[src/design/amf0_tok_pkg.sv]
// Package for the AMF0 stream tokenizer: widths, role codes, phase codes, types.
// No dependencies.
`default_nettype none

package amf0_tok_pkg;

    localparam int unsigned MAX_MESSAGE_DEFAULT = 65535;

    localparam int unsigned ROLE_W  = 4;
    localparam int unsigned BYTE_W  = 8;
    localparam int unsigned LEFT_W  = 16;
    localparam int unsigned NUM_W   = 64;
    localparam int unsigned PHASE_W = 4;

    // result roles
    localparam logic [ROLE_W-1:0] ROLE_NUM_MARKER  = 4'd0;
    localparam logic [ROLE_W-1:0] ROLE_NUM_BYTE    = 4'd1;
    localparam logic [ROLE_W-1:0] ROLE_BOOL_MARKER = 4'd2;
    localparam logic [ROLE_W-1:0] ROLE_BOOL_BYTE   = 4'd3;
    localparam logic [ROLE_W-1:0] ROLE_STR_MARKER  = 4'd4;
    localparam logic [ROLE_W-1:0] ROLE_STR_LEN     = 4'd5;
    localparam logic [ROLE_W-1:0] ROLE_STR_BYTE    = 4'd6;
    localparam logic [ROLE_W-1:0] ROLE_OBJ_MARKER  = 4'd7;
    localparam logic [ROLE_W-1:0] ROLE_NULL        = 4'd8;
    localparam logic [ROLE_W-1:0] ROLE_NAME_LEN    = 4'd9;
    localparam logic [ROLE_W-1:0] ROLE_NAME_BYTE   = 4'd10;
    localparam logic [ROLE_W-1:0] ROLE_OBJ_END     = 4'd11;
    localparam logic [ROLE_W-1:0] ROLE_UNKNOWN     = 4'd12;
    localparam logic [ROLE_W-1:0] ROLE_SKIPPED     = 4'd13;

    // AMF0 type markers
    localparam logic [BYTE_W-1:0] MARK_NUMBER  = 8'h00;
    localparam logic [BYTE_W-1:0] MARK_BOOLEAN = 8'h01;
    localparam logic [BYTE_W-1:0] MARK_STRING  = 8'h02;
    localparam logic [BYTE_W-1:0] MARK_OBJECT  = 8'h03;
    localparam logic [BYTE_W-1:0] MARK_NULL    = 8'h05;
    localparam logic [BYTE_W-1:0] MARK_OBJ_END = 8'h09;

    localparam logic [LEFT_W-1:0] NUM_BYTES = 16'd8;

    // parser phases
    localparam logic [PHASE_W-1:0] PH_MARKER  = 4'd0;
    localparam logic [PHASE_W-1:0] PH_NUM     = 4'd1;
    localparam logic [PHASE_W-1:0] PH_BOOL    = 4'd2;
    localparam logic [PHASE_W-1:0] PH_SLEN_HI = 4'd3;
    localparam logic [PHASE_W-1:0] PH_SLEN_LO = 4'd4;
    localparam logic [PHASE_W-1:0] PH_STR     = 4'd5;
    localparam logic [PHASE_W-1:0] PH_NLEN_HI = 4'd6;
    localparam logic [PHASE_W-1:0] PH_NLEN_LO = 4'd7;
    localparam logic [PHASE_W-1:0] PH_NAME    = 4'd8;
    localparam logic [PHASE_W-1:0] PH_ZNAME   = 4'd9;
    localparam logic [PHASE_W-1:0] PH_ENDB    = 4'd10;
    localparam logic [PHASE_W-1:0] PH_SKIP    = 4'd11;

    typedef struct packed {
        logic [PHASE_W-1:0] phase;
        logic               object_open;
        logic               member_pending;
        logic [LEFT_W-1:0]  bytes_to_go;
        logic [BYTE_W-1:0]  length_high;
        logic [NUM_W-1:0]   number_shift;
    } amf0_state_t;

    typedef struct packed {
        logic [ROLE_W-1:0] role;
        logic [BYTE_W-1:0] data_byte;
        logic              in_object;
        logic              field_done;
        logic [NUM_W-1:0]  number_bits;
        logic [LEFT_W-1:0] length_value;
        logic              error;
    } amf0_result_t;

    localparam amf0_state_t STATE_RESET = '{
        phase:          PH_MARKER,
        object_open:    1'b0,
        member_pending: 1'b0,
        bytes_to_go:    '0,
        length_high:    '0,
        number_shift:   '0
    };

endpackage

`default_nettype wire

[src/design/amf0_tok_if.sv]
// Valid/ready channel interfaces for the AMF0 stream tokenizer.
// Depends on amf0_tok_pkg.
`default_nettype none

interface amf0_tok_in_if;
    logic                             valid;
    logic                             ready;
    logic [amf0_tok_pkg::BYTE_W-1:0]  byte_in;
    logic [amf0_tok_pkg::LEFT_W-1:0]  bytes_left;

    modport source (output valid, output byte_in, output bytes_left, input ready);
    modport sink   (input valid, input byte_in, input bytes_left, output ready);
endinterface

interface amf0_tok_out_if;
    logic                             valid;
    logic                             ready;
    logic [amf0_tok_pkg::ROLE_W-1:0]  role;
    logic [amf0_tok_pkg::BYTE_W-1:0]  data_byte;
    logic                             in_object;
    logic                             field_done;
    logic [amf0_tok_pkg::NUM_W-1:0]   number_bits;
    logic [amf0_tok_pkg::LEFT_W-1:0]  length_value;
    logic                             error;

    modport source (output valid, output role, output data_byte, output in_object,
                    output field_done, output number_bits, output length_value,
                    output error, input ready);
    modport sink   (input valid, input role, input data_byte, input in_object,
                    input field_done, input number_bits, input length_value,
                    input error, output ready);
endinterface

`default_nettype wire

[src/design/amf0_tok_step.sv]
// Next-state and result logic for one message byte of the AMF0 tokenizer.
// Depends on amf0_tok_pkg.
`default_nettype none

module amf0_tok_step #(
    parameter int unsigned MAX_MESSAGE = amf0_tok_pkg::MAX_MESSAGE_DEFAULT
) (
    input  wire logic [amf0_tok_pkg::BYTE_W-1:0] byte_in,
    input  wire logic [amf0_tok_pkg::LEFT_W-1:0] bytes_left,
    input  wire amf0_tok_pkg::amf0_state_t       cur,
    output amf0_tok_pkg::amf0_state_t            nxt,
    output amf0_tok_pkg::amf0_result_t           res
);

    localparam logic [amf0_tok_pkg::LEFT_W-1:0] LEFT_MAX =
        amf0_tok_pkg::LEFT_W'(MAX_MESSAGE - 1);

    logic [amf0_tok_pkg::LEFT_W-1:0] left;
    logic [amf0_tok_pkg::LEFT_W-1:0] len;
    logic [amf0_tok_pkg::LEFT_W-1:0] cnt_dec;
    logic                            cnt_last;
    logic                            member;
    logic                            do_marker;
    logic                            after_value_obj;

    assign left     = (bytes_left > LEFT_MAX) ? LEFT_MAX : bytes_left;
    assign len      = {cur.length_high, byte_in};
    assign cnt_last = (cur.bytes_to_go <= amf0_tok_pkg::LEFT_W'(1));
    assign cnt_dec  = cnt_last ? '0 : cur.bytes_to_go - amf0_tok_pkg::LEFT_W'(1);
    // a zero-length name followed by anything but the end byte is a member marker
    assign do_marker = (cur.phase == amf0_tok_pkg::PH_MARKER) ||
                       ((cur.phase == amf0_tok_pkg::PH_ZNAME) &&
                        (byte_in != amf0_tok_pkg::MARK_OBJ_END));
    assign member   = (cur.phase == amf0_tok_pkg::PH_ZNAME) ? 1'b1 : cur.member_pending;
    assign after_value_obj = cur.object_open;

    always_comb
    begin
        nxt = cur;
        res = '0;
        res.role      = amf0_tok_pkg::ROLE_SKIPPED;
        res.data_byte = byte_in;

        if (do_marker)
        begin
            res.in_object      = member;
            res.field_done     = 1'b1;
            nxt.member_pending = member;
            unique case (byte_in)
                amf0_tok_pkg::MARK_NUMBER:
                begin
                    res.role         = amf0_tok_pkg::ROLE_NUM_MARKER;
                    nxt.phase        = amf0_tok_pkg::PH_NUM;
                    nxt.bytes_to_go  = amf0_tok_pkg::NUM_BYTES;
                    nxt.number_shift = '0;
                end
                amf0_tok_pkg::MARK_BOOLEAN:
                begin
                    res.role  = amf0_tok_pkg::ROLE_BOOL_MARKER;
                    nxt.phase = amf0_tok_pkg::PH_BOOL;
                end
                amf0_tok_pkg::MARK_STRING:
                begin
                    res.role  = amf0_tok_pkg::ROLE_STR_MARKER;
                    nxt.phase = amf0_tok_pkg::PH_SLEN_HI;
                end
                amf0_tok_pkg::MARK_OBJECT:
                begin
                    res.role           = amf0_tok_pkg::ROLE_OBJ_MARKER;
                    nxt.object_open    = 1'b1;
                    nxt.member_pending = 1'b0;
                    nxt.phase          = amf0_tok_pkg::PH_NLEN_HI;
                end
                amf0_tok_pkg::MARK_NULL:
                begin
                    res.role           = amf0_tok_pkg::ROLE_NULL;
                    nxt.member_pending = 1'b0;
                    nxt.phase          = after_value_obj ? amf0_tok_pkg::PH_NLEN_HI
                                                         : amf0_tok_pkg::PH_MARKER;
                end
                default:
                begin
                    res.role           = amf0_tok_pkg::ROLE_UNKNOWN;
                    res.error          = 1'b1;
                    res.field_done     = 1'b0;
                    nxt.object_open    = 1'b0;
                    nxt.member_pending = 1'b0;
                    nxt.phase          = amf0_tok_pkg::PH_SKIP;
                end
            endcase
        end
        else
        begin
            unique case (cur.phase)
                amf0_tok_pkg::PH_NUM:
                begin
                    res.role         = amf0_tok_pkg::ROLE_NUM_BYTE;
                    res.in_object    = cur.member_pending;
                    nxt.number_shift = {cur.number_shift[amf0_tok_pkg::NUM_W-9:0], byte_in};
                    res.number_bits  = nxt.number_shift;
                    nxt.bytes_to_go  = cnt_dec;
                    if (cnt_last)
                    begin
                        res.field_done     = 1'b1;
                        nxt.member_pending = 1'b0;
                        nxt.phase = after_value_obj ? amf0_tok_pkg::PH_NLEN_HI
                                                    : amf0_tok_pkg::PH_MARKER;
                    end
                end
                amf0_tok_pkg::PH_BOOL:
                begin
                    res.role           = amf0_tok_pkg::ROLE_BOOL_BYTE;
                    res.in_object      = cur.member_pending;
                    res.field_done     = 1'b1;
                    nxt.member_pending = 1'b0;
                    nxt.phase = after_value_obj ? amf0_tok_pkg::PH_NLEN_HI
                                                : amf0_tok_pkg::PH_MARKER;
                end
                amf0_tok_pkg::PH_SLEN_HI:
                begin
                    res.role        = amf0_tok_pkg::ROLE_STR_LEN;
                    res.in_object   = cur.member_pending;
                    nxt.length_high = byte_in;
                    nxt.phase       = amf0_tok_pkg::PH_SLEN_LO;
                end
                amf0_tok_pkg::PH_SLEN_LO:
                begin
                    res.role         = amf0_tok_pkg::ROLE_STR_LEN;
                    res.in_object    = cur.member_pending;
                    res.field_done   = 1'b1;
                    res.length_value = len;
                    nxt.bytes_to_go  = len;
                    if (len == '0)
                    begin
                        nxt.member_pending = 1'b0;
                        nxt.phase = after_value_obj ? amf0_tok_pkg::PH_NLEN_HI
                                                    : amf0_tok_pkg::PH_MARKER;
                    end
                    else
                    begin
                        nxt.phase = amf0_tok_pkg::PH_STR;
                    end
                end
                amf0_tok_pkg::PH_STR:
                begin
                    res.role        = amf0_tok_pkg::ROLE_STR_BYTE;
                    res.in_object   = cur.member_pending;
                    nxt.bytes_to_go = cnt_dec;
                    if (cnt_last)
                    begin
                        res.field_done     = 1'b1;
                        nxt.member_pending = 1'b0;
                        nxt.phase = after_value_obj ? amf0_tok_pkg::PH_NLEN_HI
                                                    : amf0_tok_pkg::PH_MARKER;
                    end
                end
                amf0_tok_pkg::PH_NLEN_HI:
                begin
                    res.role        = amf0_tok_pkg::ROLE_NAME_LEN;
                    res.in_object   = 1'b1;
                    nxt.length_high = byte_in;
                    nxt.phase       = amf0_tok_pkg::PH_NLEN_LO;
                end
                amf0_tok_pkg::PH_NLEN_LO:
                begin
                    res.role         = amf0_tok_pkg::ROLE_NAME_LEN;
                    res.in_object    = 1'b1;
                    res.field_done   = 1'b1;
                    res.length_value = len;
                    // a name reaching to or past the message end closes the object
                    priority if (len >= left)
                    begin
                        nxt.object_open    = 1'b0;
                        nxt.member_pending = 1'b0;
                        nxt.phase          = amf0_tok_pkg::PH_ENDB;
                    end
                    else if (len == '0)
                    begin
                        nxt.phase = amf0_tok_pkg::PH_ZNAME;
                    end
                    else
                    begin
                        nxt.bytes_to_go = len;
                        nxt.phase       = amf0_tok_pkg::PH_NAME;
                    end
                end
                amf0_tok_pkg::PH_NAME:
                begin
                    res.role        = amf0_tok_pkg::ROLE_NAME_BYTE;
                    res.in_object   = 1'b1;
                    nxt.bytes_to_go = cnt_dec;
                    if (cnt_last)
                    begin
                        res.field_done     = 1'b1;
                        nxt.member_pending = 1'b1;
                        nxt.phase          = amf0_tok_pkg::PH_MARKER;
                    end
                end
                amf0_tok_pkg::PH_ZNAME:
                begin
                    // only the end byte reaches here
                    res.role           = amf0_tok_pkg::ROLE_OBJ_END;
                    res.field_done     = 1'b1;
                    nxt.object_open    = 1'b0;
                    nxt.member_pending = 1'b0;
                    nxt.phase          = amf0_tok_pkg::PH_MARKER;
                end
                amf0_tok_pkg::PH_ENDB:
                begin
                    res.role       = amf0_tok_pkg::ROLE_OBJ_END;
                    res.field_done = 1'b1;
                    nxt.phase      = amf0_tok_pkg::PH_MARKER;
                end
                default:
                begin
                    res.role = amf0_tok_pkg::ROLE_SKIPPED;
                end
            endcase
        end

        if (left == '0)
        begin
            nxt = amf0_tok_pkg::STATE_RESET;
        end
    end

endmodule

`default_nettype wire

[src/design/amf0_stream_tokenizer_top.sv]
// Top level of the AMF0 stream tokenizer: input register, parser state, result register.
// Depends on amf0_tok_pkg, amf0_tok_if and amf0_tok_step.
//
//   channel   dir  payload                                           handshake
//   in_chan   in   byte_in, bytes_left                               valid/ready
//   out_chan  out  role, data_byte, in_object, field_done,
//                  number_bits, length_value, error                  valid/ready
//
// One byte per clock sustained while out_chan is ready; each byte passes the input register, then the result register.
// The byte is labelled between the input register and the result register,
// where the parser state updates in the same cycle.
// rst_n clears the parser state and both valid flags asynchronously.
// A stalled result holds the input register; ready falls only when both are full.
`default_nettype none

module amf0_stream_tokenizer_top #(
    parameter int unsigned MAX_MESSAGE = amf0_tok_pkg::MAX_MESSAGE_DEFAULT
) (
    input  wire logic       clk,
    input  wire logic       rst_n,
    amf0_tok_in_if.sink     in_chan,
    amf0_tok_out_if.source  out_chan
);

    logic                            in_valid_reg;
    logic [amf0_tok_pkg::BYTE_W-1:0] byte_reg;
    logic [amf0_tok_pkg::LEFT_W-1:0] left_reg;
    amf0_tok_pkg::amf0_state_t       state_reg;
    amf0_tok_pkg::amf0_state_t       state_next;
    amf0_tok_pkg::amf0_result_t      res_next;
    amf0_tok_pkg::amf0_result_t      res_reg;
    logic                            out_valid_reg;
    logic                            advance;

    assign advance       = in_valid_reg && (!out_valid_reg || out_chan.ready);
    assign in_chan.ready = !in_valid_reg || advance;

    amf0_tok_step #(
        .MAX_MESSAGE (MAX_MESSAGE)
    ) u_step (
        .byte_in    (byte_reg),
        .bytes_left (left_reg),
        .cur        (state_reg),
        .nxt        (state_next),
        .res        (res_next)
    );

    always_ff @(posedge clk or negedge rst_n)
    begin
        if (!rst_n)
        begin
            in_valid_reg  <= 1'b0;
            out_valid_reg <= 1'b0;
            state_reg     <= amf0_tok_pkg::STATE_RESET;
        end
        else
        begin
            if (in_chan.ready)
            begin
                in_valid_reg <= in_chan.valid;
            end
            if (advance)
            begin
                state_reg     <= state_next;
                out_valid_reg <= 1'b1;
            end
            else if (out_chan.ready)
            begin
                out_valid_reg <= 1'b0;
            end
        end
    end

    always_ff @(posedge clk)
    begin
        if (in_chan.valid && in_chan.ready)
        begin
            byte_reg <= in_chan.byte_in;
            left_reg <= in_chan.bytes_left;
        end
        if (advance)
        begin
            res_reg <= res_next;
        end
    end

    assign out_chan.valid        = out_valid_reg;
    assign out_chan.role         = res_reg.role;
    assign out_chan.data_byte    = res_reg.data_byte;
    assign out_chan.in_object    = res_reg.in_object;
    assign out_chan.field_done   = res_reg.field_done;
    assign out_chan.number_bits  = res_reg.number_bits;
    assign out_chan.length_value = res_reg.length_value;
    assign out_chan.error        = res_reg.error;

endmodule

`default_nettype wire

[src/flat_wrapper.sv]
// flat-port wrapper written by rule: the top's interface ports become plain ports
module amf0_stream_tokenizer_top_flat 
#(
    parameter int unsigned MAX_MESSAGE = amf0_tok_pkg::MAX_MESSAGE_DEFAULT
)
  (clk, rst_n, in_chan_valid, in_chan_byte_in, in_chan_bytes_left, in_chan_ready, out_chan_valid, out_chan_role, out_chan_data_byte, out_chan_in_object, out_chan_field_done, out_chan_number_bits, out_chan_length_value, out_chan_error, out_chan_ready);
  amf0_tok_in_if in_chan_i ();
  amf0_tok_out_if out_chan_i ();
  input  wire logic clk;
  input  wire logic rst_n;
  input wire logic [$bits(in_chan_i.valid)-1:0] in_chan_valid;
  input wire logic [$bits(in_chan_i.byte_in)-1:0] in_chan_byte_in;
  input wire logic [$bits(in_chan_i.bytes_left)-1:0] in_chan_bytes_left;
  output wire logic [$bits(in_chan_i.ready)-1:0] in_chan_ready;
  output wire logic [$bits(out_chan_i.valid)-1:0] out_chan_valid;
  output wire logic [$bits(out_chan_i.role)-1:0] out_chan_role;
  output wire logic [$bits(out_chan_i.data_byte)-1:0] out_chan_data_byte;
  output wire logic [$bits(out_chan_i.in_object)-1:0] out_chan_in_object;
  output wire logic [$bits(out_chan_i.field_done)-1:0] out_chan_field_done;
  output wire logic [$bits(out_chan_i.number_bits)-1:0] out_chan_number_bits;
  output wire logic [$bits(out_chan_i.length_value)-1:0] out_chan_length_value;
  output wire logic [$bits(out_chan_i.error)-1:0] out_chan_error;
  input wire logic [$bits(out_chan_i.ready)-1:0] out_chan_ready;
  assign in_chan_i.valid = in_chan_valid;
  assign in_chan_i.byte_in = in_chan_byte_in;
  assign in_chan_i.bytes_left = in_chan_bytes_left;
  assign in_chan_ready = in_chan_i.ready;
  assign out_chan_valid = out_chan_i.valid;
  assign out_chan_role = out_chan_i.role;
  assign out_chan_data_byte = out_chan_i.data_byte;
  assign out_chan_in_object = out_chan_i.in_object;
  assign out_chan_field_done = out_chan_i.field_done;
  assign out_chan_number_bits = out_chan_i.number_bits;
  assign out_chan_length_value = out_chan_i.length_value;
  assign out_chan_error = out_chan_i.error;
  assign out_chan_i.ready = out_chan_ready;
  amf0_stream_tokenizer_top #(.MAX_MESSAGE(MAX_MESSAGE)) u_core (.clk(clk), .rst_n(rst_n), .in_chan(in_chan_i), .out_chan(out_chan_i));
endmodule
[config.mk]
export PLATFORM = sky130hd
export DESIGN_NAME = amf0_stream_tokenizer_top_flat
export DESIGN_NICKNAME = d
export VERILOG_FILES = /design/src/design/amf0_tok_pkg.sv /design/src/design/amf0_tok_if.sv /design/src/design/amf0_tok_step.sv /design/src/design/amf0_stream_tokenizer_top.sv /design/src/flat_wrapper.sv
export SDC_FILE = /design/constraint.sdc
export NUM_CORES = 1
export LEC_CHECK = 0
export BUFFER_PORTS_ARGS = -buffer_cell sky130_fd_sc_hd__buf_2
export CORE_ASPECT_RATIO = 1.5
export CORE_UTILIZATION = 60
export CTS_BUF_LIST = sky130_fd_sc_hd__clkbuf_8
export CTS_CLUSTER_DIAMETER = 80
export CTS_CLUSTER_SIZE = 28
export DETAILED_ROUTE_END_ITERATION = 10
export PLACE_DENSITY = 0.83
export REMOVE_ABC_BUFFERS = 1
export SYNTH_ARGS = -nofsm -noshare
export SYNTH_HDL_FRONTEND = slang
export SYNTH_SLANG_ARGS = --single-unit
[constraint.sdc]
create_clock -name clk -period 5.1 [get_ports clk]
set_input_delay 1.02 -clock clk [delete_from_list [all_inputs] [get_ports clk]]
set_output_delay 1.02 -clock clk [all_outputs]
set_load 0.03 [all_outputs]
# Word-level counts from Yosys, hierarchy flattened
# Index checks and enable logic that the tools add are counted.
dict set report classes {
  magnitude_cmp 3
  add_sub_neg 1
  mul 0
  n_eq_ne 24
  n_bitwise 2
  n_reduce_logical 41
  div 0
  n_shift 0
  muxes 41
}
# operator n
set ops {}
lappend ops {{$mux W64} 3}
lappend ops {{$mux W94} 1}
lappend ops {{$mux W16} 5}
lappend ops {{$pmux W16 S3} 1}
lappend ops {{$pmux W4 S5} 2}
lappend ops {{$logic_not A16 Y1} 2}
lappend ops {{$pmux W4 S8} 1}
lappend ops {{$pmux W4 S7} 1}
lappend ops {{$mux W22} 1}
lappend ops {{$ne A4 B4 Y1 const B} 5}
lappend ops {{$reduce_or A2 Y1} 9}
lappend ops {{$eq A4 B3 Y1 const B} 4}
lappend ops {{$eq A8 B2 Y1 const B} 2}
lappend ops {{$ge A16 B16 Y1} 1}
lappend ops {{$gt A16 B16 Y1 const B} 1}
lappend ops {{$le A16 B1 Y1 const B} 1}
lappend ops {{$mux W4} 4}
lappend ops {{$mux W8} 2}
lappend ops {{$sub A16 B1 Y16 const B} 1}
lappend ops {{$reduce_or A5 Y1} 3}
lappend ops {{$eq A4 B4 Y1 const B} 3}
lappend ops {{$mux W1} 11}
lappend ops {{$reduce_bool A10 Y1} 1}
lappend ops {{$reduce_or A3 Y1} 3}
lappend ops {{29 further kinds} 44}
dict set report word_totals {
  elab_cells 129
  latch_bits 0
  memories 0
  input_bits 28
  register_bits 207
  ram_bits 0
  rom_bits 0
  output_inout_bits 97
}

# Longest topological paths before layout
# Gate-level depths: netlist of the first run.
dict set report logic_depth {
  depth_word 7
  mapped_depth 11
}

# Hierarchy
# Synthesis of the first run repeated with hierarchy kept, for this count alone.
dict set report hier_totals {
  cells_unflattened 954
  hier_area_um2 11053.1
}
# mod area_per_inst_um2 cells_per_inst n_inst
set modules_own_cells {}
lappend modules_own_cells {amf0_stream_tokenizer_top 7355.8 326 1}
lappend modules_own_cells {amf0_tok_step 3697.3 628 1}

# Worst setup path before layout of the first run
# OpenSTA, ideal clock, no wires.
dict set report synth_path {
  kind {input to register}
  start {in out_chan_ready}
  end {reg u_core.state_reg[65] (netlist bit)}
  t_arrival_ns 5.180
  cell_stages 8
  setup_slack_ns -0.229
  path_buffers 2
  setup_time_ns 0.149
  required_time_ns 4.951
  path_cell_list {nand2b_1 -> nand2_1 -> inv_1 -> clkbuf_1 -> o21ai_1 -> clkbuf_1 -> nand2_1 -> o21ai_0}
}
dict set report synth_between {
  elab_chain_cells 3
}
# item line
set synth_rtl {}
lappend synth_rtl {{start, declared} flat_wrapper.sv:23} ;# input wire logic [$bits(out_chan_i.ready)-1:0] out_chan_ready;
lappend synth_rtl {{$logic_or A1 B1 Y1} amf0_stream_tokenizer_top.sv:35} ;# assign advance = in_valid_reg && (!out_valid_reg || out_chan.ready);
lappend synth_rtl {{$logic_and A1 B1 Y1} amf0_stream_tokenizer_top.sv:35}
lappend synth_rtl {{net u_core.advance} amf0_stream_tokenizer_top.sv:33} ;# logic advance;
lappend synth_rtl {{$reduce_and A3 Y1 (no line)} --}
lappend synth_rtl {{end signal, assigned} amf0_stream_tokenizer_top.sv:54} ;# state_reg <= amf0_tok_pkg::STATE_RESET;
lappend synth_rtl {{end signal, assigned} amf0_stream_tokenizer_top.sv:64} ;# state_reg <= state_next;
lappend synth_rtl {{end, declared} amf0_stream_tokenizer_top.sv:28} ;# amf0_tok_pkg::amf0_state_t state_reg;
# The timed path passes the listed nets, and every way through them passes these cells.
# A chain may end at the register's enable or synchronous reset.

# Final worst setup path of the first run
dict set report layout_path {
  start {reg u_core.byte_reg[7] (netlist bit)}
  end {reg u_core.state_reg[50] (netlist bit)}
}
dict set report layout_between {
  elab_chain_cells 5
}
# item line
set layout_rtl {}
lappend layout_rtl {{start, declared} amf0_stream_tokenizer_top.sv:26} ;# logic [amf0_tok_pkg::BYTE_W-1:0] byte_reg;
lappend layout_rtl {{start signal, assigned} amf0_stream_tokenizer_top.sv:78} ;# byte_reg <= in_chan.byte_in;
lappend layout_rtl {{$ne A8 B4 Y1} amf0_tok_step.sv:33} ;# (byte_in != amf0_tok_pkg::MARK_OBJ_END));
lappend layout_rtl {{$logic_and A1 B1 Y1} amf0_tok_step.sv:32} ;# ((cur.phase == amf0_tok_pkg::PH_ZNAME) &&
lappend layout_rtl {{$logic_or A1 B1 Y1} amf0_tok_step.sv:31} ;# assign do_marker = (cur.phase == amf0_tok_pkg::PH_MARKER) ||
lappend layout_rtl {{$ne A3 B1 Y1 (no line), or another cell as far along} --}
lappend layout_rtl {{$reduce_and A3 Y1 (no line) or $mux W94 (tied branches)} --}
# Parallel ways exist; a longest one is shown, timed or not.

==> flow_metrics.py, run 1 <==
metrics = {
    "outcome": {
        "outcome": "complete, no violations",
    },
    "placed_design": {
        "gp_congestion": 0.944,
        "post-dp-hpwl_mm": 14.0,
        "pre_cts_slack_ns": 1.47,
        "numPortBuffers": 124,
    },
    "cells_and_area": {
        "areaGrowthSynthToFinish_pct": 10.1,
        "fin_nets": 985,
        "diodes": 0,
        "largest_reg_flops": 86,
        "layout-drive-gt1-share_pct": 16.6,
        "fin_util_pct": 67.4,
    },
    "synth": {
        "syn_inst": 843,
        "synthFlopType": "edfxtp_1",
        "synth_edf_count": 119,
        "yosysTopAreaCellShare_pct": 38.7,
        "synthTopCellsByArea": "edfxtp_1 (39%), dfrtp_1 (24%), nand2_1 (6.7%)",
        "yosysMostFrequentCell": "nand2_1",
        "syn_area_per_cell_um2": 11.0,
        "synth-seq-cells": 207,
        "yosysUniqueCellTypes": 61,
        "ys_warn_count": 0,
        "seq_area_frac_synth_pct": 62.6,
        "syn-cell-area_um2": 9230,
        "synthTopCellsByCount": "nand2_1 (166), edfxtp_1 (119), dfrtp_1 (88), and2_1 (83), o21ai_0 (56)",
        "async_flop_share_pct": 42.5,
        "yosys.area.top_type": "edfxtp_1",
    },
    "detailed_routing": {
        "post_drt_wl_per_cell_um": 17.5,
        "vias": 6631,
        "drc": 0,
        "dr.pass1.iters": 5,
        "drt-initial-drc-count": 522,
        "via_per_inst": 5.81,
        "ant_nets": 0,
        "routed_wl_mm": 20.0,
    },
    "global_routing": {
        "grt_pass1_wl_mm": 31.6,
        "grt_max_degree": 82,
        "grt_antenna_before_repair": 0,
        "track_usage_pct": 26.2,
        "grt_pass1_vias": 6411,
        "overflow": 0,
    },
    "sta": {
        "setup_viol": 0,
        "max_slew.worst_pin.slew_ns": 1.18,
        "drv_slew": 0,
        "rsz0062_at_grt": "no",
        "period_share_pct": 71.9,
        "hold_viol": 0,
        "fin_crit_ns": 3.67,
        "fmax_mhz": 273,
        "worst_slack_ns": 1.43,
        "fin_worst_skew_ns": 0.0361,
        "relSlewSlack_pct": 20.9,
    },
    "die": {
        "die_h_um": 154,
        "start_util_pct": 61.3,
        "fp.dieW_um": 103,
        "fp-row-count": 55,
        "dieArea_um2": 15900,
        "core_area_um2": 15100,
        "boundaryPins": 125,
    },
    "worst_setup_path": {
        "crit_path_frequent_cell": "or4_1",
        "crit_chain": "or4_1 -> or4_1 -> a21oi_4 -> o21ai_2 -> o21ai_4 -> buf_12 -> nand2_1 -> o21ai_1",
        "critPathCaptureType": "register",
        "startpoint_type": "register",
        "arrival_ns": 4.09,
        "critPathSlowestCell": "or4_1",
        "critPathKind": "reg -> reg",
        "path_delay_family": "simple AND/OR/NAND/NOR gates",
        "crit_buf_inv": 1,
        "worstPathMaxFanout": 81,
        "critPathMaxStageDelay_ns": 0.72,
        "crit_required_ns": 5.52,
    },
    "clock_tree": {
        "tritoncts": "built",
        "cts_setup_buffers": 0,
        "clock_sinks": 207,
        "insertion_delay_ns": 0.51,
        "cts_hold_buffers": 0,
        "cts_buffers": 11,
        "path_clk_slew_ns": 0.16,
        "ctsResizeCount": 0,
        "h-tree-depth": 1,
        "clock_path_buffers": 3,
        "clock-root-buffer": "clkbuf_8",
    },
    "worst_hold_path": {
        "hold_class": "in -> async",
    },
    "pwr": {
        "peakVddDrop_v": 0.000332,
        "p_leak_nw": 4.24,
        "p_per_area_nw_per_um2": 468,
    },
    "job": {
        "cap_viol_max_count": 0,
    },
}
where the power goes:
| part | switching, mW | internal (mW) | leakage (nW) |
|---|---|---|---|
| Combinational | 1.10 | 0.545 | 1.78 |
| Sequential | 0.307 | 2.11 | 2.35 |
| Clock | 0.479 | 0.213 | 0.113 |
| Total | 1.89 | 2.87 | 4.24 |
metal layers:
layer	global-route usage (%)	up-vias	wire [um]
li1	-	3166	-
met1	31.6	3127	7600
met2	44.8	267	10400
met3	3.09	71	952
met4	14.6	0	986
met5	0	-	0
through the flow:
stage               hold slack [ns]  TNS, ns  cells  instance area, um^2  total power, mW
floorplan                     0.447   -38.84    792                 8990             3.52
global placement              0.459        0   1125                 9970             4.04
detailed placement            0.468        0   1125                 9970             4.09
CTS                           0.478        0   1142                10200             4.75
global route                  0.501        0   1142                10200             5.03
finish                        0.472        0   1142                10200             4.75
cells by family (layout without fill, tap and decap cells):
group,after synthesis,count (layout),share of synthesized area (%)
buf+inv,74,174,3.51
simple gates,350,350,18.6
compound gates,184,184,11.9
xor+xnor,8,8,0.759
mux,2,2,0.244
flops,207,207,62.6
fa+ha+maj,18,18,2.44
path summary, 6_finish.rpt:
kind / from / end / slack, ns / cells after the start
min: rst_n / u_core.state_reg[42] / 0.47 / 1
min in group clk: u_core.state_reg[49] / u_core.state_reg[49] / 0.50 / 2
max: u_core.byte_reg[7] / u_core.state_reg[50] / 1.43 / 8
min reg2reg: u_core.state_reg[49] / u_core.state_reg[49] / 0.50 / 2
max reg2reg: u_core.byte_reg[7] / u_core.state_reg[50] / 1.43 / 8
max in group asynchronous: rst_n / u_core.state_reg[36] / 3.58 / 2
area by class of cell:
cell class                      instances  area (um^2)
Sequential cell                       207         5780
Fill cell                            1126         4910
Multi-Input combinational cell        562         3150
Timing Repair Buffer                  134          711
Tap cell                              199          249
Clock buffer                           11          151
Inverter                               23         88.8
Clock inverter                          6         35.0
placed cells by master, fill, tap and decap left out, drive strengths merged, types with 4 or more instances in the layout:
cell    instances
nand2         166
buf           134
edfxtp        119
o21ai         101
dfrtp          88
and2           83
a21oi          33
inv            29
nor2           22
nor4           18
ha             18
nor3           14
clkbuf         11
nand3          10
nand2b          8
a22oi           8
nand4           7
or4             6
a31oi           6
nor2b           4
o311ai          4
a211oi          4
xnor2           4
xor2            4
worst reg2reg max path, cell delays in order (launching register included):
cell	delay (ns)
edfxtp_1	0.52
or4_1	0.72
or4_1	0.67
a21oi_4	0.34
o21ai_2	0.16
o21ai_4	0.60
buf_12	0.37
nand2_1	0.11
o21ai_1	0.10
Power figures use the tool's default switching activity.
==> inputs of run 2 (changes only) <==
--- a/config.mk
+++ b/config.mk
@@ -5,14 +5,15 @@
 export SDC_FILE = /design/constraint.sdc
 export NUM_CORES = 1
 export LEC_CHECK = 0
+export ABC_AREA = 1
 export BUFFER_PORTS_ARGS = -buffer_cell sky130_fd_sc_hd__buf_2
 export CORE_ASPECT_RATIO = 1.5
-export CORE_UTILIZATION = 60
+export CORE_UTILIZATION = 54
 export CTS_BUF_LIST = sky130_fd_sc_hd__clkbuf_8
 export CTS_CLUSTER_DIAMETER = 80
 export CTS_CLUSTER_SIZE = 28
 export DETAILED_ROUTE_END_ITERATION = 10
-export PLACE_DENSITY = 0.83
+export PLACE_DENSITY = 0.78
 export REMOVE_ABC_BUFFERS = 1
 export SYNTH_ARGS = -nofsm -noshare
 export SYNTH_HDL_FRONTEND = slang
==> constraint.sdc (replaced) <==
create_clock -name clk -period 3.02 [get_ports clk]
set_input_delay 0.604 -clock clk [delete_from_list [all_inputs] [get_ports clk]]
set_output_delay 0.604 -clock clk [all_outputs]
set_load 0.03 [all_outputs]
==> run 2 against run 1 <==
Net effect: the run now ends with DRC left; worst hold slack got worse by 0.23 ns; register-to-register slack got worse by 1.0 ns; global-route usage fell by 3.4 points; total power up 110%; sequential share of layout area shrank 3.1 points; count of clock-buffer cells in the layout stayed put; synthesized cell count increased by 19%.
==> flow_metrics.py, run 2 <==
metrics = {
    "outcome": {
        "outcome": "complete, but fails checks",
        "violations": "DRC",
    },
    "pwr": {
        "peakVddDrop_v": 0.000470,
        "p_per_area_nw_per_um2": 915,
        "p_leak_nw": 4.75,
    },
    "synth": {
        "syn-cell-area_um2": 9720,
        "synthTopCellsByArea": "edfxtp_1 (37%), dfrtp_1 (23%), nand2_1 (8.4%)",
        "async_flop_share_pct": 42.5,
        "synthTopCellsByCount": "nand2_1 (217), nor2_1 (145), edfxtp_1 (119), inv_1 (102), dfrtp_1 (88)",
        "yosysMostFrequentCell": "nand2_1",
        "synthFlopType": "edfxtp_1",
        "synth_edf_count": 119,
        "yosysTopAreaCellShare_pct": 36.8,
        "syn_area_per_cell_um2": 9.65,
        "syn_inst": 1007,
        "synth-seq-cells": 207,
        "yosys.area.top_type": "edfxtp_1",
        "yosysUniqueCellTypes": 38,
        "seq_area_frac_synth_pct": 59.4,
        "ys_warn_count": 0,
    },
    "cells_and_area": {
        "diodes": 0,
        "fin_nets": 1171,
        "areaGrowthSynthToFinish_pct": 10.7,
        "final_common_cell": "nand2_1",
        "layout-drive-gt1-share_pct": 23.8,
        "final_cell_mix": "nand2_1 (216), nor2_1 (145), buf_2 (123)",
        "fin_util_pct": 61.5,
        "largest_reg_flops": 86,
        "post_layout_nonfiller_instances": 1341,
    },
    "detailed_routing": {
        "drc": 14,
        "post_drt_wl_per_cell_um": 15.4,
        "vias": 7141,
        "dr.pass1.iters": 8,
        "via_per_inst": 5.33,
        "drt-initial-drc-count": 602,
        "routed_wl_mm": 20.7,
        "ant_nets": 0,
    },
    "global_routing": {
        "track_usage_pct": 22.8,
        "met1_usage_pct": 26.2,
        "grt_pass1_wl_mm": 33.6,
        "grt_max_degree": 96,
        "grt_use_met2_pct": 41.5,
        "met3_usage_pct": 2.70,
        "grt_antenna_before_repair": 0,
        "grt.busiest_layer": "met2",
        "overflow": 0,
        "grt_pass1_vias": 6860,
    },
    "placed_design": {
        "numPortBuffers": 124,
        "post-dp-hpwl_mm": 14.5,
        "gp_congestion": 0.938,
        "dp.cells": 1324,
        "pre_cts_slack_ns": 0.485,
    },
    "clock_tree": {
        "clock_path_buffers": 3,
        "h-tree-depth": 1,
        "path_clk_slew_ns": 0.16,
        "clock-root-buffer": "clkbuf_8",
        "cts_buffers": 11,
        "tritoncts": "built",
        "clock_sinks": 207,
        "insertion_delay_ns": 0.53,
        "ctsResizeCount": 0,
    },
    "die": {
        "boundaryPins": 125,
        "fp-row-count": 59,
        "fp.dieW_um": 112,
        "core_area_um2": 17500,
        "start_util_pct": 55.5,
        "die_h_um": 166,
        "dieArea_um2": 18500,
    },
    "worst_setup_path": {
        "startpoint_type": "register",
        "critPathMaxStageDelay_ns": 0.56,
        "crit_path_frequent_cell": "nand2_1",
        "crit_cells": 12,
        "crit_end": "u_core.state_reg[35]",
        "crit_required_ns": 3.48,
        "rrSetupSlack_ns": 0.44,
        "r2r-end": "u_core.state_reg[35]",
        "r2r_start": "u_core.byte_reg[5]",
        "critPathKind": "reg -> reg",
        "crit_path_start": "u_core.byte_reg[5]",
        "reg2reg_depth": 12,
        "crit_chain": "inv_1 -> nand2_1 -> nor2_1 -> nand2_1 -> o21ai_4 -> nand2_4 -> clkinv_4 -> nand2_2 -> nand2_4 -> buf_4 -> nand2_1 -> o21ai_2",
        "critPathCaptureType": "register",
        "arrival_ns": 3.04,
        "crit_buf_inv": 3,
        "critPathSlowestCell": "edfxtp_1",
        "path_delay_family": "buffers and inverters",
        "worstPathMaxFanout": 56,
    },
    "sta": {
        "worst_slack_ns": 0.438,
        "fin_worst_skew_ns": 0.0423,
        "setup_viol": 0,
        "hold_viol": 0,
        "max_slew.worst_pin.slew_ns": 0.699,
        "rsz0062_at_grt": "no",
        "fmax_mhz": 387,
        "fin_crit_ns": 2.58,
        "drv_slew": 0,
        "relSlewSlack_pct": 53.4,
        "period_share_pct": 85.5,
    },
    "worst_hold_path": {
        "hold_class": "in -> reg",
    },
    "job": {
        "cap_viol_max_count": 0,
    },
}
==> run 2: changes by cell type after synthesis, moves of 23 or more <==
cell,before,now
inv_2,0,23
o21ai_0,56,21
nor2_1,21,145
o21ai_2,2,47
inv_1,23,102
nand2_1,166,217
nand2_2,0,31
and2_1,83,0
nand3_1,10,67
o21ai_1,43,14
==> run 2: repair_timing <==
action                                 in CTS  in global routing
hold buffers                                1                  0
setup endpoints to repair                   0                  0
buffers inserted                            0                  0
endpoints found under the hold margin      18                  0
==> run 2: how the worst min path moves through the flow <==
stage	from	to	slack, ns	depth (start not counted)
4_1_cts	in_chan_byte_in[0]	u_core.byte_reg[0]	0.23	1
3_3_place_gp	u_core.state_reg[50]	u_core.state_reg[50]	0.46	2
2_1_floorplan	rst_n	u_core.in_valid_reg	0.31	0
6_report	in_chan_byte_in[0]	u_core.byte_reg[0]	0.24	1
3_5_place_dp	u_core.state_reg[48]	u_core.state_reg[48]	0.47	2
5_1_grt	in_chan_byte_in[2]	u_core.byte_reg[2]	0.21	1
==> run 2: cells by family after synthesis <==
group	after synthesis	share of synthesized area, %
AOI/OAI and AO/OA	116	8.24
DFF	207	59.4
adders and majority gates	18	2.32
and+or+nand+nor	493	21.9
xor gates and xnor gates	10	0.901
buffers and inverters	163	7.20
==> run 2: worst register-to-register path: stages (launching register included) <==
cell      delay [ns]
edfxtp_1        0.56
inv_1           0.19
nand2_1         0.07
nor2_1          0.18
nand2_1         0.14
o21ai_4         0.27
nand2_4         0.09
clkinv_4        0.08
nand2_2         0.06
nand2_4         0.08
buf_4           0.56
nand2_1         0.17
o21ai_2         0.09
==> run 2: routing by layer <==
metal / wire, um / part of all wire [%] / vias to the layer above
met2: 10800 / 52 / 213
met4: 982 / 4.8 / 0
met3: 819 / 4.0 / 65
met5: 0 / 0 / -
met1: 8050 / 39 / 3360
li1: - / - / 3503
==> run 2: final cells by class <==
class	instances	area (um^2)
fillers	1477	6740
repair buffers	142	798
multi-input cells	637	3250
inverters	126	480
flip-flops and latches	207	5780
clock buffers	11	151
well taps	213	267
clock inverters	5	31.3
==> run 2: power by group <==
group | switching, mW | leakage [nW] | total [mW] | internal (mW)
registers | 0.514 | 2.34 | 4.28 | 3.76
clock network | 0.831 | 0.106 | 1.19 | 0.359
logic | 3.04 | 2.30 | 4.37 | 1.33
total | 4.38 | 4.75 | 9.84 | 5.45
==> run 2: through the flow <==
step                      cell area (um^2)  power, mW  hold slack [ns]  TNS (ns)
after floorplan                       9500       7.43            0.308    -59.32
after global placement               10600       8.61            0.465         0
after detailed placement             10600       8.69            0.470         0
after CTS                            10800       9.87            0.225         0
after global routing                 10800       10.5            0.214         0
final                                10800       9.84            0.242         0
==> inputs of run 3 (changes only) <==
--- a/config.mk
+++ b/config.mk
@@ -7,13 +7,15 @@
 export LEC_CHECK = 0
 export ABC_AREA = 1
 export BUFFER_PORTS_ARGS = -buffer_cell sky130_fd_sc_hd__buf_2
+export CELL_PAD_IN_SITES_DETAIL_PLACEMENT = 0
+export CELL_PAD_IN_SITES_GLOBAL_PLACEMENT = 1
 export CORE_ASPECT_RATIO = 1.5
-export CORE_UTILIZATION = 54
+export CORE_UTILIZATION = 42
 export CTS_BUF_LIST = sky130_fd_sc_hd__clkbuf_8
 export CTS_CLUSTER_DIAMETER = 80
 export CTS_CLUSTER_SIZE = 28
 export DETAILED_ROUTE_END_ITERATION = 10
-export PLACE_DENSITY = 0.78
+export PLACE_DENSITY_LB_ADDON = 0.1
 export REMOVE_ABC_BUFFERS = 1
 export SYNTH_ARGS = -nofsm -noshare
 export SYNTH_HDL_FRONTEND = slang
==> run 3 against run 2 <==
Net effect: via count down 3.4%; maximum frequency down 0.63%; critical path depth unchanged; the run now ends clean; clock power up 24%; routed wire length up 6.5%; design area up 2.2%; largest cell class unchanged; worst hold slack worse by 0.23 ns; sequential cell count unchanged.
==> flow_metrics.py, run 3 (synthesis gave the netlist of run 2 again) <==
metrics = {
    "detailed_routing": {
        "drc": 0,
        "via_per_inst": 4.88,
        "vias": 6898,
        "routed_wl_mm": 22.0,
        "ant_nets": 0,
        "drt-initial-drc-count": 499,
        "post_drt_wl_per_cell_um": 15.6,
        "dr.pass1.iters": 5,
    },
    "global_routing": {
        "grt_pass1_wl_mm": 35.6,
        "grt_max_degree": 69,
        "grt_pass1_vias": 6830,
        "grt_antenna_before_repair": 0,
        "overflow": 0,
        "track_usage_pct": 19.1,
    },
    "cells_and_area": {
        "final_cell_mix": "nand2_1 (216), nor2_1 (145), buf_2 (123)",
        "post_layout_nonfiller_instances": 1413,
        "post-route-cell-area_um2": 11000,
        "areaGrowthSynthToFinish_pct": 13.1,
        "fin_nets": 1177,
        "diodes": 0,
        "largest_reg_flops": 86,
        "layout-drive-gt1-share_pct": 24.5,
        "fin_util_pct": 48.7,
        "final_common_cell": "nand2_1",
    },
    "clock_tree": {
        "path_clk_slew_ns": 0.16,
        "h-tree-depth": 1,
        "cts_hold_buffers": 0,
        "clock_sinks": 207,
        "tritoncts": "built",
        "insertion_delay_ns": 0.55,
        "ctsResizeCount": 0,
        "cts_buffers": 12,
        "clock_path_buffers": 3,
        "clock-root-buffer": "clkbuf_8",
    },
    "worst_setup_path": {
        "critPathKind": "reg -> reg",
        "worstPathMaxFanout": 38,
        "startpoint_type": "register",
        "critPathCaptureType": "register",
        "arrival_ns": 3.04,
        "crit_required_ns": 3.46,
    },
    "die": {
        "start_util_pct": 43.1,
        "die_h_um": 188,
        "fp.dieW_um": 126,
        "fp-row-count": 67,
        "core_area_um2": 22600,
        "dieArea_um2": 23800,
        "boundaryPins": 125,
    },
    "sta": {
        "max_slew.worst_pin.slew_ns": 0.878,
        "fmax_mhz": 385,
        "fin_worst_skew_ns": 0.0517,
        "rsz0062_at_grt": "no",
        "hold_viol": 0,
        "drv_slew": 0,
        "fin_crit_ns": 2.60,
        "period_share_pct": 86.1,
        "relSlewSlack_pct": 41.4,
        "setup_viol": 0,
    },
    "job": {
        "cap_viol_max_count": 0,
    },
    "placed_design": {
        "gp_congestion": 0.832,
        "post_dp_cell_area_um2": 10700,
        "numPortBuffers": 124,
        "post-dp-hpwl_mm": 15.7,
        "dp.cells": 1391,
    },
    "pwr": {
        "p_leak_nw": 4.82,
        "p_per_area_nw_per_um2": 936,
        "total_power_mw": 10.3,
        "peakVddDrop_v": 0.000623,
    },
    "outcome": {
        "outcome": "complete, no violations",
    },
    "worst_hold_path": {
        "hold_class": "in -> async",
    },
}
==> run 3: cell count changes in the layout (fill, tap and decap cells not counted), sizes merged <==
| cell | change |
|---|---|
| clkbuf | +2 |
| inv | +1 |
| bufinv | +1 |
| buf | +6 |
| dlygate4sd3 | -1 |
==> run 3: where the power goes <==
part	switching (mW)	leakage, nW	internal (mW)
combinational	3.14	2.33	1.41
clock	0.938	0.147	0.530
sequential	0.507	2.34	3.76
total	4.59	4.82	5.70
==> run 3: per-layer routing <==
layer  vias to the layer above  wire length (um)  GRT usage (%)  share of wire, %
met5                         -                 0              0                 0
met4                         0               590           6.58               2.7
met3                        31               610           1.93               2.8
met2                       135             11700           35.4                53
met1                      3226              9120           22.9                41
li1                       3506                 -              -                 -
==> run 3: path summary, 6_finish.rpt <==
check / from / end / slack, ns / cells past startpoint
max in group asynchronous: rst_n / u_core.state_reg[73] / 2.33 / 2
worst min register to register: u_core.state_reg[50] / u_core.state_reg[50] / 0.50 / 2
worst max-delay path: u_core.byte_reg[7] / u_core.state_reg[37] / 0.42 / 12
worst min-delay path: rst_n / u_core.state_reg[65] / 0.01 / 1
min in group clk: in_chan_byte_in[0] / u_core.byte_reg[0] / 0.21 / 1
worst max register to register: u_core.byte_reg[7] / u_core.state_reg[37] / 0.42 / 12
==> run 3: per-stage QoR <==
step	hold WS, ns	setup slack, ns	TNS, ns
after floorplan	0.308	-0.670	-59.32
after global placement	0.466	0.301	0
after detailed placement	0.471	0.245	0
after CTS	0.0130	0.197	0
after global routing	0.0139	0.187	0
final	0.0149	0.421	0
==> run 3: timing repair <==
| item | CTS | global route |
|---|---|---|
| buffers inserted | 0 | 2 |
| endpoints found under the setup margin | 0 | 5 |
| endpoints found under the hold margin | 0 | 0 |
==> run 3: layout make-up <==
type / instances / area [um^2]
tap: 276 / 345
inverter: 126 / 480
sequential: 207 / 5780
clock inverter: 7 / 88.8
clock buffer: 13 / 179
multi-input combinational: 637 / 3260
fill: 2191 / 11600
timing repair buffer: 147 / 858
==> run 3: critical path: stages, from the launching register on <==
cell,delay [ns]
edfxtp_1,0.57
inv_2,0.15
nand2_1,0.07
nor2_1,0.28
nand2_1,0.17
o21ai_4,0.23
buf_4,0.16
nor3_4,0.05
nor2_8,0.20
nand2_8,0.21
buf_12,0.26
nand2_1,0.09
o21ai_2,0.05
